--- config.mk ---
export PLATFORM = sky130hd
export DESIGN_NAME = sorted_stream_merge_top
export DESIGN_NICKNAME = d
export VERILOG_FILES = /design/src/hw/rtl/ssm_pkg.sv /design/src/hw/rtl/ssm_ram.sv /design/src/hw/rtl/ssm_front.sv /design/src/hw/rtl/ssm_back.sv /design/src/hw/rtl/sorted_stream_merge_top.sv
export SDC_FILE = /design/constraint.sdc
export NUM_CORES = 1
export LEC_CHECK = 0
export BUFFER_PORTS_ARGS = -buffer_cell sky130_fd_sc_hd__buf_2
export CAP_MARGIN = 20
export CORE_AREA = 2 2 280 282
export CTS_CLUSTER_DIAMETER = 50
export DETAILED_ROUTE_END_ITERATION = 8
export DIE_AREA = 0 0 282 284
export PLACE_DENSITY = 0.78
export SETUP_SLACK_MARGIN = 0.5
export SLEW_MARGIN = 20
export SYNTH_ARGS = -nofsm -noshare
export SYNTH_HDL_FRONTEND = slang
export SYNTH_SLANG_ARGS = --single-unit
export TNS_END_PERCENT = 5
--- constraint.sdc ---
create_clock -name clk -period 5.2 [get_ports clk]
set_clock_uncertainty 0.1 [all_clocks]
set_input_delay 0.26 -clock clk [delete_from_list [all_inputs] [get_ports clk]]
set_output_delay 0.26 -clock clk [all_outputs]
set_load 0.01 [all_outputs]
--- src/hw/rtl/ssm_pkg.sv ---
// Shared types and codes for the sorted stream merge block.
// No dependencies.
package ssm_pkg;

    localparam logic [1:0] CMD_FIRST      = 2'd0;
    localparam logic [1:0] CMD_SECOND     = 2'd1;
    localparam logic [1:0] CMD_END_FIRST  = 2'd2;
    localparam logic [1:0] CMD_END_SECOND = 2'd3;

    localparam logic [1:0] KIND_ELEM = 2'd0;
    localparam logic [1:0] KIND_END  = 2'd1;
    localparam logic [1:0] KIND_DROP = 2'd2;

    localparam logic SIDE_FIRST  = 1'b0;
    localparam logic SIDE_SECOND = 1'b1;

    localparam int QDEPTH = 2;

    typedef struct packed {
        logic is_end;
        logic side;
    } cls_t;

    typedef enum logic [2:0] {
        ST_IDLE,
        ST_DECODE,
        ST_CMP_RD,
        ST_CMP,
        ST_TAIL,
        ST_FLUSH_RD,
        ST_FLUSH,
        ST_FINAL
    } state_t;

endpackage

--- src/hw/rtl/ssm_ram.sv ---
// Generic single-write, single-read RAM with registered read data.
// No dependencies.
module ssm_ram #(
    parameter int WIDTH = 32,
    parameter int DEPTH = 32,
    localparam int AW = (DEPTH > 1) ? $clog2(DEPTH) : 1
) (
    input  logic             clk,
    input  logic             wr_en,
    input  logic [AW-1:0]    wr_addr,
    input  logic [WIDTH-1:0] wr_data,
    input  logic [AW-1:0]    rd_addr,
    output logic [WIDTH-1:0] rd_data
);

    logic [WIDTH-1:0] mem [DEPTH];

    always_ff @(posedge clk)
    begin
        if (wr_en)
        begin
            mem[wr_addr] <= wr_data;
        end
        rd_data <= mem[rd_addr];
    end

endmodule

--- src/hw/rtl/ssm_front.sv ---
// Front part: accepts input items, decodes cmd and queues them for the back part.
// Depends on ssm_pkg.
module ssm_front #(
    parameter int VALUE_WIDTH = 32
) (
    input  logic                          clk,
    input  logic                          rst_n,
    input  logic                          in_valid,
    output logic                          in_stall,
    input  logic [1:0]                    cmd,
    input  logic signed [VALUE_WIDTH-1:0] value,
    output logic                          q_valid,
    output ssm_pkg::cls_t                 q_cls,
    output logic signed [VALUE_WIDTH-1:0] q_value,
    input  logic                          q_pop
);

    import ssm_pkg::*;

    localparam int QAW = $clog2(QDEPTH);

    cls_t                          cls_mem [QDEPTH];
    logic signed [VALUE_WIDTH-1:0] val_mem [QDEPTH];
    logic [QAW-1:0]                wr_ptr_reg, wr_ptr_next;
    logic [QAW-1:0]                rd_ptr_reg, rd_ptr_next;
    logic [QAW:0]                  cnt_reg, cnt_next;
    cls_t                          cls_in;
    logic                          push;

    always_comb
    begin
        cls_in.is_end = cmd inside {CMD_END_FIRST, CMD_END_SECOND};
        cls_in.side   = cmd inside {CMD_SECOND, CMD_END_SECOND};
    end

    assign in_stall = (cnt_reg == (QAW+1)'(QDEPTH));
    assign push     = in_valid && !in_stall;
    assign q_valid  = (cnt_reg != '0);
    assign q_cls    = cls_mem[rd_ptr_reg];
    assign q_value  = val_mem[rd_ptr_reg];

    always_comb
    begin
        wr_ptr_next = push ? wr_ptr_reg + 1'b1 : wr_ptr_reg;
        rd_ptr_next = q_pop ? rd_ptr_reg + 1'b1 : rd_ptr_reg;
        cnt_next    = cnt_reg + (QAW+1)'(push) - (QAW+1)'(q_pop);
    end

    always_ff @(posedge clk or negedge rst_n)
    begin
        if (!rst_n)
        begin
            wr_ptr_reg <= '0;
            rd_ptr_reg <= '0;
            cnt_reg    <= '0;
        end
        else
        begin
            wr_ptr_reg <= wr_ptr_next;
            rd_ptr_reg <= rd_ptr_next;
            cnt_reg    <= cnt_next;
        end
    end

    always_ff @(posedge clk)
    begin
        if (push)
        begin
            cls_mem[wr_ptr_reg] <= cls_in;
            val_mem[wr_ptr_reg] <= value;
        end
    end

endmodule

--- src/hw/rtl/ssm_back.sv ---
// Back part: merge sequencer over the pending buffer, with the output register.
// Depends on ssm_pkg and ssm_ram.
module ssm_back #(
    parameter int BUFFER_DEPTH = 32,
    parameter int VALUE_WIDTH  = 32
) (
    input  logic                          clk,
    input  logic                          rst_n,
    input  logic                          q_valid,
    input  ssm_pkg::cls_t                 q_cls,
    input  logic signed [VALUE_WIDTH-1:0] q_value,
    output logic                          q_pop,
    output logic                          out_valid,
    input  logic                          out_stall,
    output logic [1:0]                    kind,
    output logic signed [VALUE_WIDTH-1:0] value_res,
    output logic                          from_second,
    output logic                          run_last
);

    import ssm_pkg::*;

    localparam int AW = $clog2(BUFFER_DEPTH);
    localparam int CW = $clog2(BUFFER_DEPTH + 1);
    localparam int SW = CW + 1;

    state_t                        state_reg, state_next;
    logic [AW-1:0]                 head_reg, head_next;
    logic [CW-1:0]                 count_reg, count_next;
    logic                          owner_reg, owner_next;
    logic                          fe_reg, fe_next;
    logic                          se_reg, se_next;
    logic                          side_reg, side_next;
    logic                          is_end_reg, is_end_next;
    logic signed [VALUE_WIDTH-1:0] cur_reg, cur_next;

    logic                          ov_reg, ov_next;
    logic [1:0]                    kind_reg, kind_next;
    logic signed [VALUE_WIDTH-1:0] val_reg, val_next;
    logic                          fs_reg, fs_next;
    logic                          last_reg, last_next;

    logic                          wr_en;
    logic [AW-1:0]                 tail;
    logic [SW-1:0]                 tail_sum;
    logic signed [VALUE_WIDTH-1:0] rd_data;
    logic [AW-1:0]                 head_inc;
    logic                          can_emit;
    logic                          emit;
    logic [1:0]                    e_kind;
    logic signed [VALUE_WIDTH-1:0] e_val;
    logic                          e_fs;
    logic                          e_last;
    logic                          own_end;
    logic                          other_end;
    logic                          cnt_nz;
    logic                          cnt_one;
    logic                          full;
    logic                          head_wins;
    logic                          fe_upd;
    logic                          se_upd;

    ssm_ram #(
        .WIDTH (VALUE_WIDTH),
        .DEPTH (BUFFER_DEPTH)
    ) u_ram (
        .clk     (clk),
        .wr_en   (wr_en),
        .wr_addr (tail),
        .wr_data (cur_reg),
        .rd_addr (head_reg),
        .rd_data (rd_data)
    );

    assign tail_sum  = SW'(head_reg) + SW'(count_reg);
    assign tail      = (tail_sum >= SW'(BUFFER_DEPTH)) ? AW'(tail_sum - SW'(BUFFER_DEPTH))
                                                        : AW'(tail_sum);
    assign head_inc  = (head_reg == AW'(BUFFER_DEPTH - 1)) ? '0 : head_reg + 1'b1;
    assign own_end   = side_reg ? se_reg : fe_reg;
    assign other_end = side_reg ? fe_reg : se_reg;
    assign cnt_nz    = (count_reg != '0);
    assign cnt_one   = (count_reg == CW'(1));
    assign full      = (count_reg >= CW'(BUFFER_DEPTH));
    assign head_wins = (owner_reg == SIDE_FIRST) ? (rd_data <= cur_reg) : (rd_data < cur_reg);
    assign fe_upd    = fe_reg | (side_reg == SIDE_FIRST);
    assign se_upd    = se_reg | (side_reg == SIDE_SECOND);
    assign can_emit  = !ov_reg || !out_stall;

    always_comb
    begin
        state_next  = state_reg;
        head_next   = head_reg;
        count_next  = count_reg;
        owner_next  = owner_reg;
        fe_next     = fe_reg;
        se_next     = se_reg;
        side_next   = side_reg;
        is_end_next = is_end_reg;
        cur_next    = cur_reg;
        q_pop       = 1'b0;
        wr_en       = 1'b0;
        emit        = 1'b0;
        e_kind      = KIND_ELEM;
        e_val       = '0;
        e_fs        = 1'b0;
        e_last      = 1'b0;

        case (state_reg)
            ST_IDLE:
            begin
                if (q_valid)
                begin
                    q_pop       = 1'b1;
                    side_next   = q_cls.side;
                    is_end_next = q_cls.is_end;
                    cur_next    = q_value;
                    state_next  = ST_DECODE;
                end
            end
            ST_DECODE:
            begin
                if (is_end_reg)
                begin
                    fe_next = fe_upd;
                    se_next = se_upd;
                    if (fe_upd && se_upd)
                    begin
                        state_next = cnt_nz ? ST_FLUSH_RD : ST_FINAL;
                    end
                    else if (cnt_nz && owner_reg != side_reg)
                    begin
                        state_next = ST_FLUSH_RD;
                    end
                    else
                    begin
                        state_next = ST_IDLE;
                    end
                end
                else if (own_end)
                begin
                    state_next = ST_IDLE;
                end
                else if (cnt_nz && owner_reg != side_reg)
                begin
                    state_next = ST_CMP_RD;
                end
                else
                begin
                    state_next = ST_TAIL;
                end
            end
            ST_CMP_RD:
            begin
                state_next = ST_CMP;
            end
            ST_CMP:
            begin
                if (can_emit)
                begin
                    emit = 1'b1;
                    if (head_wins)
                    begin
                        e_val      = rd_data;
                        e_fs       = owner_reg;
                        e_last     = cnt_one && !other_end;
                        head_next  = head_inc;
                        count_next = count_reg - 1'b1;
                        state_next = cnt_one ? ST_TAIL : ST_CMP_RD;
                    end
                    else
                    begin
                        e_val      = cur_reg;
                        e_fs       = side_reg;
                        e_last     = 1'b1;
                        state_next = ST_IDLE;
                    end
                end
            end
            ST_TAIL:
            begin
                if (other_end)
                begin
                    if (can_emit)
                    begin
                        emit       = 1'b1;
                        e_val      = cur_reg;
                        e_fs       = side_reg;
                        e_last     = 1'b1;
                        state_next = ST_IDLE;
                    end
                end
                else if (full)
                begin
                    if (can_emit)
                    begin
                        emit       = 1'b1;
                        e_kind     = KIND_DROP;
                        e_fs       = side_reg;
                        e_last     = 1'b1;
                        state_next = ST_IDLE;
                    end
                end
                else
                begin
                    wr_en      = 1'b1;
                    count_next = count_reg + 1'b1;
                    if (!cnt_nz)
                    begin
                        owner_next = side_reg;
                    end
                    state_next = ST_IDLE;
                end
            end
            ST_FLUSH_RD:
            begin
                state_next = ST_FLUSH;
            end
            ST_FLUSH:
            begin
                if (can_emit)
                begin
                    emit       = 1'b1;
                    e_val      = rd_data;
                    e_fs       = owner_reg;
                    e_last     = cnt_one && !(fe_reg && se_reg);
                    head_next  = head_inc;
                    count_next = count_reg - 1'b1;
                    if (!cnt_one)
                    begin
                        state_next = ST_FLUSH_RD;
                    end
                    else if (fe_reg && se_reg)
                    begin
                        state_next = ST_FINAL;
                    end
                    else
                    begin
                        state_next = ST_IDLE;
                    end
                end
            end
            ST_FINAL:
            begin
                if (can_emit)
                begin
                    emit       = 1'b1;
                    e_kind     = KIND_END;
                    e_last     = 1'b1;
                    head_next  = '0;
                    count_next = '0;
                    owner_next = SIDE_FIRST;
                    fe_next    = 1'b0;
                    se_next    = 1'b0;
                    state_next = ST_IDLE;
                end
            end
            default:
            begin
                state_next = ST_IDLE;
            end
        endcase
    end

    always_comb
    begin
        ov_next   = ov_reg && out_stall;
        kind_next = kind_reg;
        val_next  = val_reg;
        fs_next   = fs_reg;
        last_next = last_reg;
        if (emit)
        begin
            ov_next   = 1'b1;
            kind_next = e_kind;
            val_next  = e_val;
            fs_next   = e_fs;
            last_next = e_last;
        end
    end

    always_ff @(posedge clk or negedge rst_n)
    begin
        if (!rst_n)
        begin
            state_reg <= ST_IDLE;
            head_reg  <= '0;
            count_reg <= '0;
            owner_reg <= SIDE_FIRST;
            fe_reg    <= 1'b0;
            se_reg    <= 1'b0;
            ov_reg    <= 1'b0;
        end
        else
        begin
            state_reg <= state_next;
            head_reg  <= head_next;
            count_reg <= count_next;
            owner_reg <= owner_next;
            fe_reg    <= fe_next;
            se_reg    <= se_next;
            ov_reg    <= ov_next;
        end
    end

    always_ff @(posedge clk)
    begin
        side_reg   <= side_next;
        is_end_reg <= is_end_next;
        cur_reg    <= cur_next;
        kind_reg   <= kind_next;
        val_reg    <= val_next;
        fs_reg     <= fs_next;
        last_reg   <= last_next;
    end

    assign out_valid   = ov_reg;
    assign kind        = kind_reg;
    assign value_res   = val_reg;
    assign from_second = fs_reg;
    assign run_last    = last_reg;

endmodule

--- src/hw/rtl/sorted_stream_merge_top.sv ---
// An accepted item waits in the front queue; the back part pops it in ST_IDLE and
// decodes it in ST_DECODE, where an ignored element is dropped. An element is then
// buffered, passed through or dropped in ST_TAIL, or compared against each pending head
// in ST_CMP_RD and ST_CMP (registered read); ends flush in ST_FLUSH_RD and ST_FLUSH.
// Output stalls hold the back part; the front queue takes new items meanwhile, until full.
// Reset (rst_n, async) clears control state; the pending buffer RAM is not cleared.
module sorted_stream_merge_top #(
    parameter int BUFFER_DEPTH = 32,
    parameter int VALUE_WIDTH  = 32
) (
    input  logic                          clk,
    input  logic                          rst_n,
    input  logic                          in_valid,
    output logic                          in_stall,
    input  logic [1:0]                    cmd,
    input  logic signed [VALUE_WIDTH-1:0] value,
    output logic                          out_valid,
    input  logic                          out_stall,
    output logic [1:0]                    kind,
    output logic signed [VALUE_WIDTH-1:0] value_res,
    output logic                          from_second,
    output logic                          run_last
);

    import ssm_pkg::*;

    logic                          q_valid;
    cls_t                          q_cls;
    logic signed [VALUE_WIDTH-1:0] q_value;
    logic                          q_pop;

    ssm_front #(
        .VALUE_WIDTH (VALUE_WIDTH)
    ) u_front (
        .clk      (clk),
        .rst_n    (rst_n),
        .in_valid (in_valid),
        .in_stall (in_stall),
        .cmd      (cmd),
        .value    (value),
        .q_valid  (q_valid),
        .q_cls    (q_cls),
        .q_value  (q_value),
        .q_pop    (q_pop)
    );

    ssm_back #(
        .BUFFER_DEPTH (BUFFER_DEPTH),
        .VALUE_WIDTH  (VALUE_WIDTH)
    ) u_back (
        .clk         (clk),
        .rst_n       (rst_n),
        .q_valid     (q_valid),
        .q_cls       (q_cls),
        .q_value     (q_value),
        .q_pop       (q_pop),
        .out_valid   (out_valid),
        .out_stall   (out_stall),
        .kind        (kind),
        .value_res   (value_res),
        .from_second (from_second),
        .run_last    (run_last)
    );

endmodule

==> reports/results.txt <==
After clock tree synthesis, the clock-pin slew on the worst setup and hold paths is 60 ps. The run gives 56 as the number of distinct standard cells referenced by the synthesized netlist. Across the whole layout, storage elements account for 36,100 um^2.

TritonCTS built the clock tree. The transition at the pin with the smallest max-transition slack works out to 1148 ps. Leakage power of the design: 0.01748 uW.

Among all flip-flop cells after synthesis, the most frequent one is sky130_fd_sc_hd__edfxtp_1. Routability-driven placement finished with a final weighted congestion of 0.9263. The cell total after placement came out at 3,265. Data on the critical path is required at its endpoint by 5460 ps.

The detailed router finished its first iteration with 4,136 violations. The count of endpoints failing hold in the final timing report is 0. The tools report the effective utilization at floorplan as 0.6171. The final cycle utilization of the critical path came out at 0.8359. The run gives 0.4336 as the met1 capacity usage during global routing. After layout, the minimum clock period comes to 4347 ps. The first global-routing pass estimated 177,500 um of wire.

The overall die height was 284 um; the count of final max-slew check failures was 0. Yosys attributes the largest share of cell area to sky130_fd_sc_hd__edfxtp_1, sky130_fd_sc_hd__mux4_2, sky130_fd_sc_hd__mux2_2, sky130_fd_sc_hd__dfxtp_1, sky130_fd_sc_hd__dfrtp_1. The multi-input combinational cells in the finished layout cover a total of 11,010 um^2. The register with the most flip-flops in the layout has 1,024 of them. The run gives 102 as the cell row count.

After filler insertion, the fill cell instance count of the layout stands at 4,250. The number of buffers created by CTS came out at 119. Across the run, the number of max-cap violations was 0.

The total length of routed wires is 123,300 um, and the max-slew headroom at the worst pin is 0.2268. The synthesized area divided by synthesized cell count came out at 21.90 um^2. The critical path in this run is classified as reg2reg. Setup total negative slack on the finished layout was measured at 0 ps. The fraction of layout cells with a size suffix above 1 is 0.3183. The worst setup path is launched from a flip-flop. Setup violations remaining at the end of the flow were counted as 0.

From synthesis to final layout, the design area changed by 14.48%. The proportion of synthesized chip area in sequential cells came out at 0.7598. The async set-or-reset flop fraction in the synthesized netlist was 0.01809; the maximum number of pins on one net before global-route repair was 141. Counting along the longest clock path gives a buffer depth of 3.

The run finished with clean final reports. At the end of the flow, the number of nets in the layout was 2,467. The H-tree depth is 3.

Buffers placed on the I/O ports in this run total 75. The layer flagged by global routing as most heavily used is met2. The peak supply drop was 0.3996 mV; the worst-path maximum fanout was 13. For this run, the number of Yosys warnings is 0.

For this design the ratio of total power to cell area is 564.7 nW/um^2. The die covers 80,090 um^2. The critical path data arrival time was 4600 ps; the total number of vias was 24,730. The worst setup path is captured at a flip-flop. The number of optimization iterations in the first detailed-route pass is 7, and the area of the mapped netlist is 47,490 um^2.

The floorplan step defined a core boundary enclosing 76,960 um^2. The synthesized design contains 1,162 enable-type register cells. The fraction of post-synthesis cell area in the top cell type by area is 0.7347.

The path category of the worst min-delay check is in2async. Synthesis inferred 1,216 register bits. Once layout is complete, the cells apart from fillers number 3,528. The width of the die is 282 um. The number of global-route vias before repair was 25,090; the number of inserted diodes was 0. For the worst flop-to-flop path, the logic depth is 7. The tools report the clock tree root buffer cell as sky130_fd_sc_hd__clkbuf_16.

Timing would allow up to 230.1 MHz. The tools report the estimated wirelength of the detail-placed design as 64,750 um. The global-route usage over all layers was 0.3159; the post-detailed-route via-to-cell ratio was 7.010.

The register containing the most flip-flops in the final layout was u_back.u_ram.mem. The cell type with the largest total area after synthesis was sky130_fd_sc_hd__edfxtp_1. The logs give 76 for the number of top-level pins and 2,252 for the net count after synthesis. In the final layout, the registers with the most flip-flops are u_back.u_ram.mem: 1024 flops, u_front.val_mem: 64 flops. Setup repair after global routing left no endpoint under its margin.

For the worst-skew pair, the clock arrives at the later sink with an insertion delay of 690 ps. The tree built by TritonCTS fans out to 1,216 sinks. The tools report the number of antenna violations at the first check in global routing as 3.

Synthesis produced 2,169 cells. Dividing the detail-routed wire length by the instance count gives 34.95 um. The tools report the met3 usage as 0.07994. The number of antenna-violating nets in the routed design was 0.

For this run the aggregate overflow at the end of global routing stands at 0. For this run, design rule violations remaining after detail routing come to 0. For the met2 track utilization from global routing, the log shows 0.4926.
==> power by group <==
part / internal, uW / total (uW) / switching [uW]
Clock: 5190 / 8890 / 3700
Sequential: 12400 / 13200 / 891
Combinational: 3650 / 8570 / 4920
==> cell usage in the layout (no fill, tap or decap), types with 5 or more instances in the layout <==
cell	count
sky130_fd_sc_hd__a21o_1	6
sky130_fd_sc_hd__nor2_4	33
sky130_fd_sc_hd__dfxtp_1	32
sky130_fd_sc_hd__dfrtp_1	16
sky130_fd_sc_hd__nor3_1	5
sky130_fd_sc_hd__clkbuf_1	13
sky130_fd_sc_hd__dlygate4sd3_1	37
sky130_fd_sc_hd__clkinv_2	28
sky130_fd_sc_hd__o22ai_1	33
sky130_fd_sc_hd__clkinv_1	24
sky130_fd_sc_hd__clkbuf_8	7
sky130_fd_sc_hd__nor2b_1	5
sky130_fd_sc_hd__nand3_1	17
sky130_fd_sc_hd__ha_1	44
sky130_fd_sc_hd__clkinvlp_4	7
sky130_fd_sc_hd__edfxtp_1	1162
sky130_fd_sc_hd__mux4_2	320
sky130_fd_sc_hd__mux2_2	66
sky130_fd_sc_hd__buf_12	21
sky130_fd_sc_hd__buf_2	76
sky130_fd_sc_hd__nand2_1	37
sky130_fd_sc_hd__inv_1	44
sky130_fd_sc_hd__mux2i_1	33
sky130_fd_sc_hd__o21ai_0	26
sky130_fd_sc_hd__buf_4	72
sky130_fd_sc_hd__clkbuf_16	124
sky130_fd_sc_hd__bufinv_16	15
sky130_fd_sc_hd__nor2_1	24
sky130_fd_sc_hd__a21oi_1	31
sky130_fd_sc_hd__nand4_1	10
sky130_fd_sc_hd__xnor2_1	6
sky130_fd_sc_hd__a22oi_1	35
==> synthesized netlist by cell type (10+ instances only) <==
library cell	number
sky130_fd_sc_hd__o21ai_0	26
sky130_fd_sc_hd__buf_2	26
sky130_fd_sc_hd__o22ai_1	33
sky130_fd_sc_hd__mux2_2	66
sky130_fd_sc_hd__mux2i_1	33
sky130_fd_sc_hd__dfxtp_1	32
sky130_fd_sc_hd__nor2_1	59
sky130_fd_sc_hd__clkbuf_1	70
sky130_fd_sc_hd__dfrtp_1	22
sky130_fd_sc_hd__edfxtp_1	1162
sky130_fd_sc_hd__inv_1	44
sky130_fd_sc_hd__a21oi_1	31
sky130_fd_sc_hd__buf_1	11
sky130_fd_sc_hd__nand4_1	10
sky130_fd_sc_hd__ha_1	44
sky130_fd_sc_hd__nand2_1	37
sky130_fd_sc_hd__nand3_1	17
sky130_fd_sc_hd__a22oi_1	35
sky130_fd_sc_hd__mux4_2	320
==> cells by family after synthesis <==
group,share of synthesized area
and+or+nand+nor,0.01510
adders and majority gates,0.01201
muxes,0.1744
buffers and inverters,0.01409
AOI/OAI and AO/OA,0.02282
DFF,0.7598
xor gates and xnor gates,0.001844
==> layout make-up <==
cell class                 instances  share of cell area
sequential                      1216              0.6640
multi-input combinational        796              0.2024
clock buffer                     144             0.05974
timing repair buffer             206             0.03148
tap                             1040             0.02393
clock inverter                    81             0.01526
inverter                          45            0.003107
==> metrics by stage <==
stage / utilization / total power [uW] / setup slack (ps) / hold slack [ps] / cell area (um^2)
2_1_floorplan: - / 18860 / 1069 / -135.6 / 47490
3_3_place_gp: 0.6486 / 21320 / 1192 / 169.5 / 49920
3_5_place_dp: 0.6486 / 21600 / 1096 / 173.3 / 49920
4_1_cts: 0.7065 / 30640 / 1013 / 168.7 / 54370
5_1_grt: 0.7065 / 31630 / 779.7 / 165.6 / 54370
6_report: 0.7065 / 30700 / 853.1 / 87.94 / 54370
==> critical path, cell delays in order (launching register included) <==
cell                       delay (ps)
sky130_fd_sc_hd__dfrtp_1          670
sky130_fd_sc_hd__nand2b_1         270
sky130_fd_sc_hd__nor2_1           610
sky130_fd_sc_hd__nand2_1          380
sky130_fd_sc_hd__nor2_1           190
sky130_fd_sc_hd__nand2_1          500
sky130_fd_sc_hd__nor2_4           870
sky130_fd_sc_hd__buf_4            410
==> per-layer routing <==
| layer | routed length [um] | part of all wire | up-vias |
|---|---|---|---|
| li1 | - | - | 9561 |
| met1 | 43110 | 0.35 | 12790 |
| met2 | 59620 | 0.48 | 2030 |
| met3 | 15450 | 0.13 | 343 |
| met4 | 5102 | 0.041 | 6 |
| met5 | 34 | 0.00028 | - |
==> what timing repair did <==
item	in CTS	in global routing
gates resized for setup	0	0
endpoints found under the setup margin	0	0
setup buffers	0	0
hold buffers	38	0
endpoints found under the hold margin	94	0
==> worst paths after layout <==
path                                          start                 endpoint  slack, ps
worst min-delay path                          rst_n      u_back.state_reg[2]         90
min in group clk                           value[8]    u_front.val_mem[1][8]        200
worst max register to register  u_back.state_reg[2]  u_back.u_ram.mem[13][2]        850
worst max-delay path            u_back.state_reg[2]  u_back.u_ram.mem[13][2]        850
worst min register to register   u_front.cnt_reg[1]       u_front.cnt_reg[1]        410
max in group asynchronous                     rst_n       u_back.head_reg[0]       4510
(Power assumes the default switching activity.)
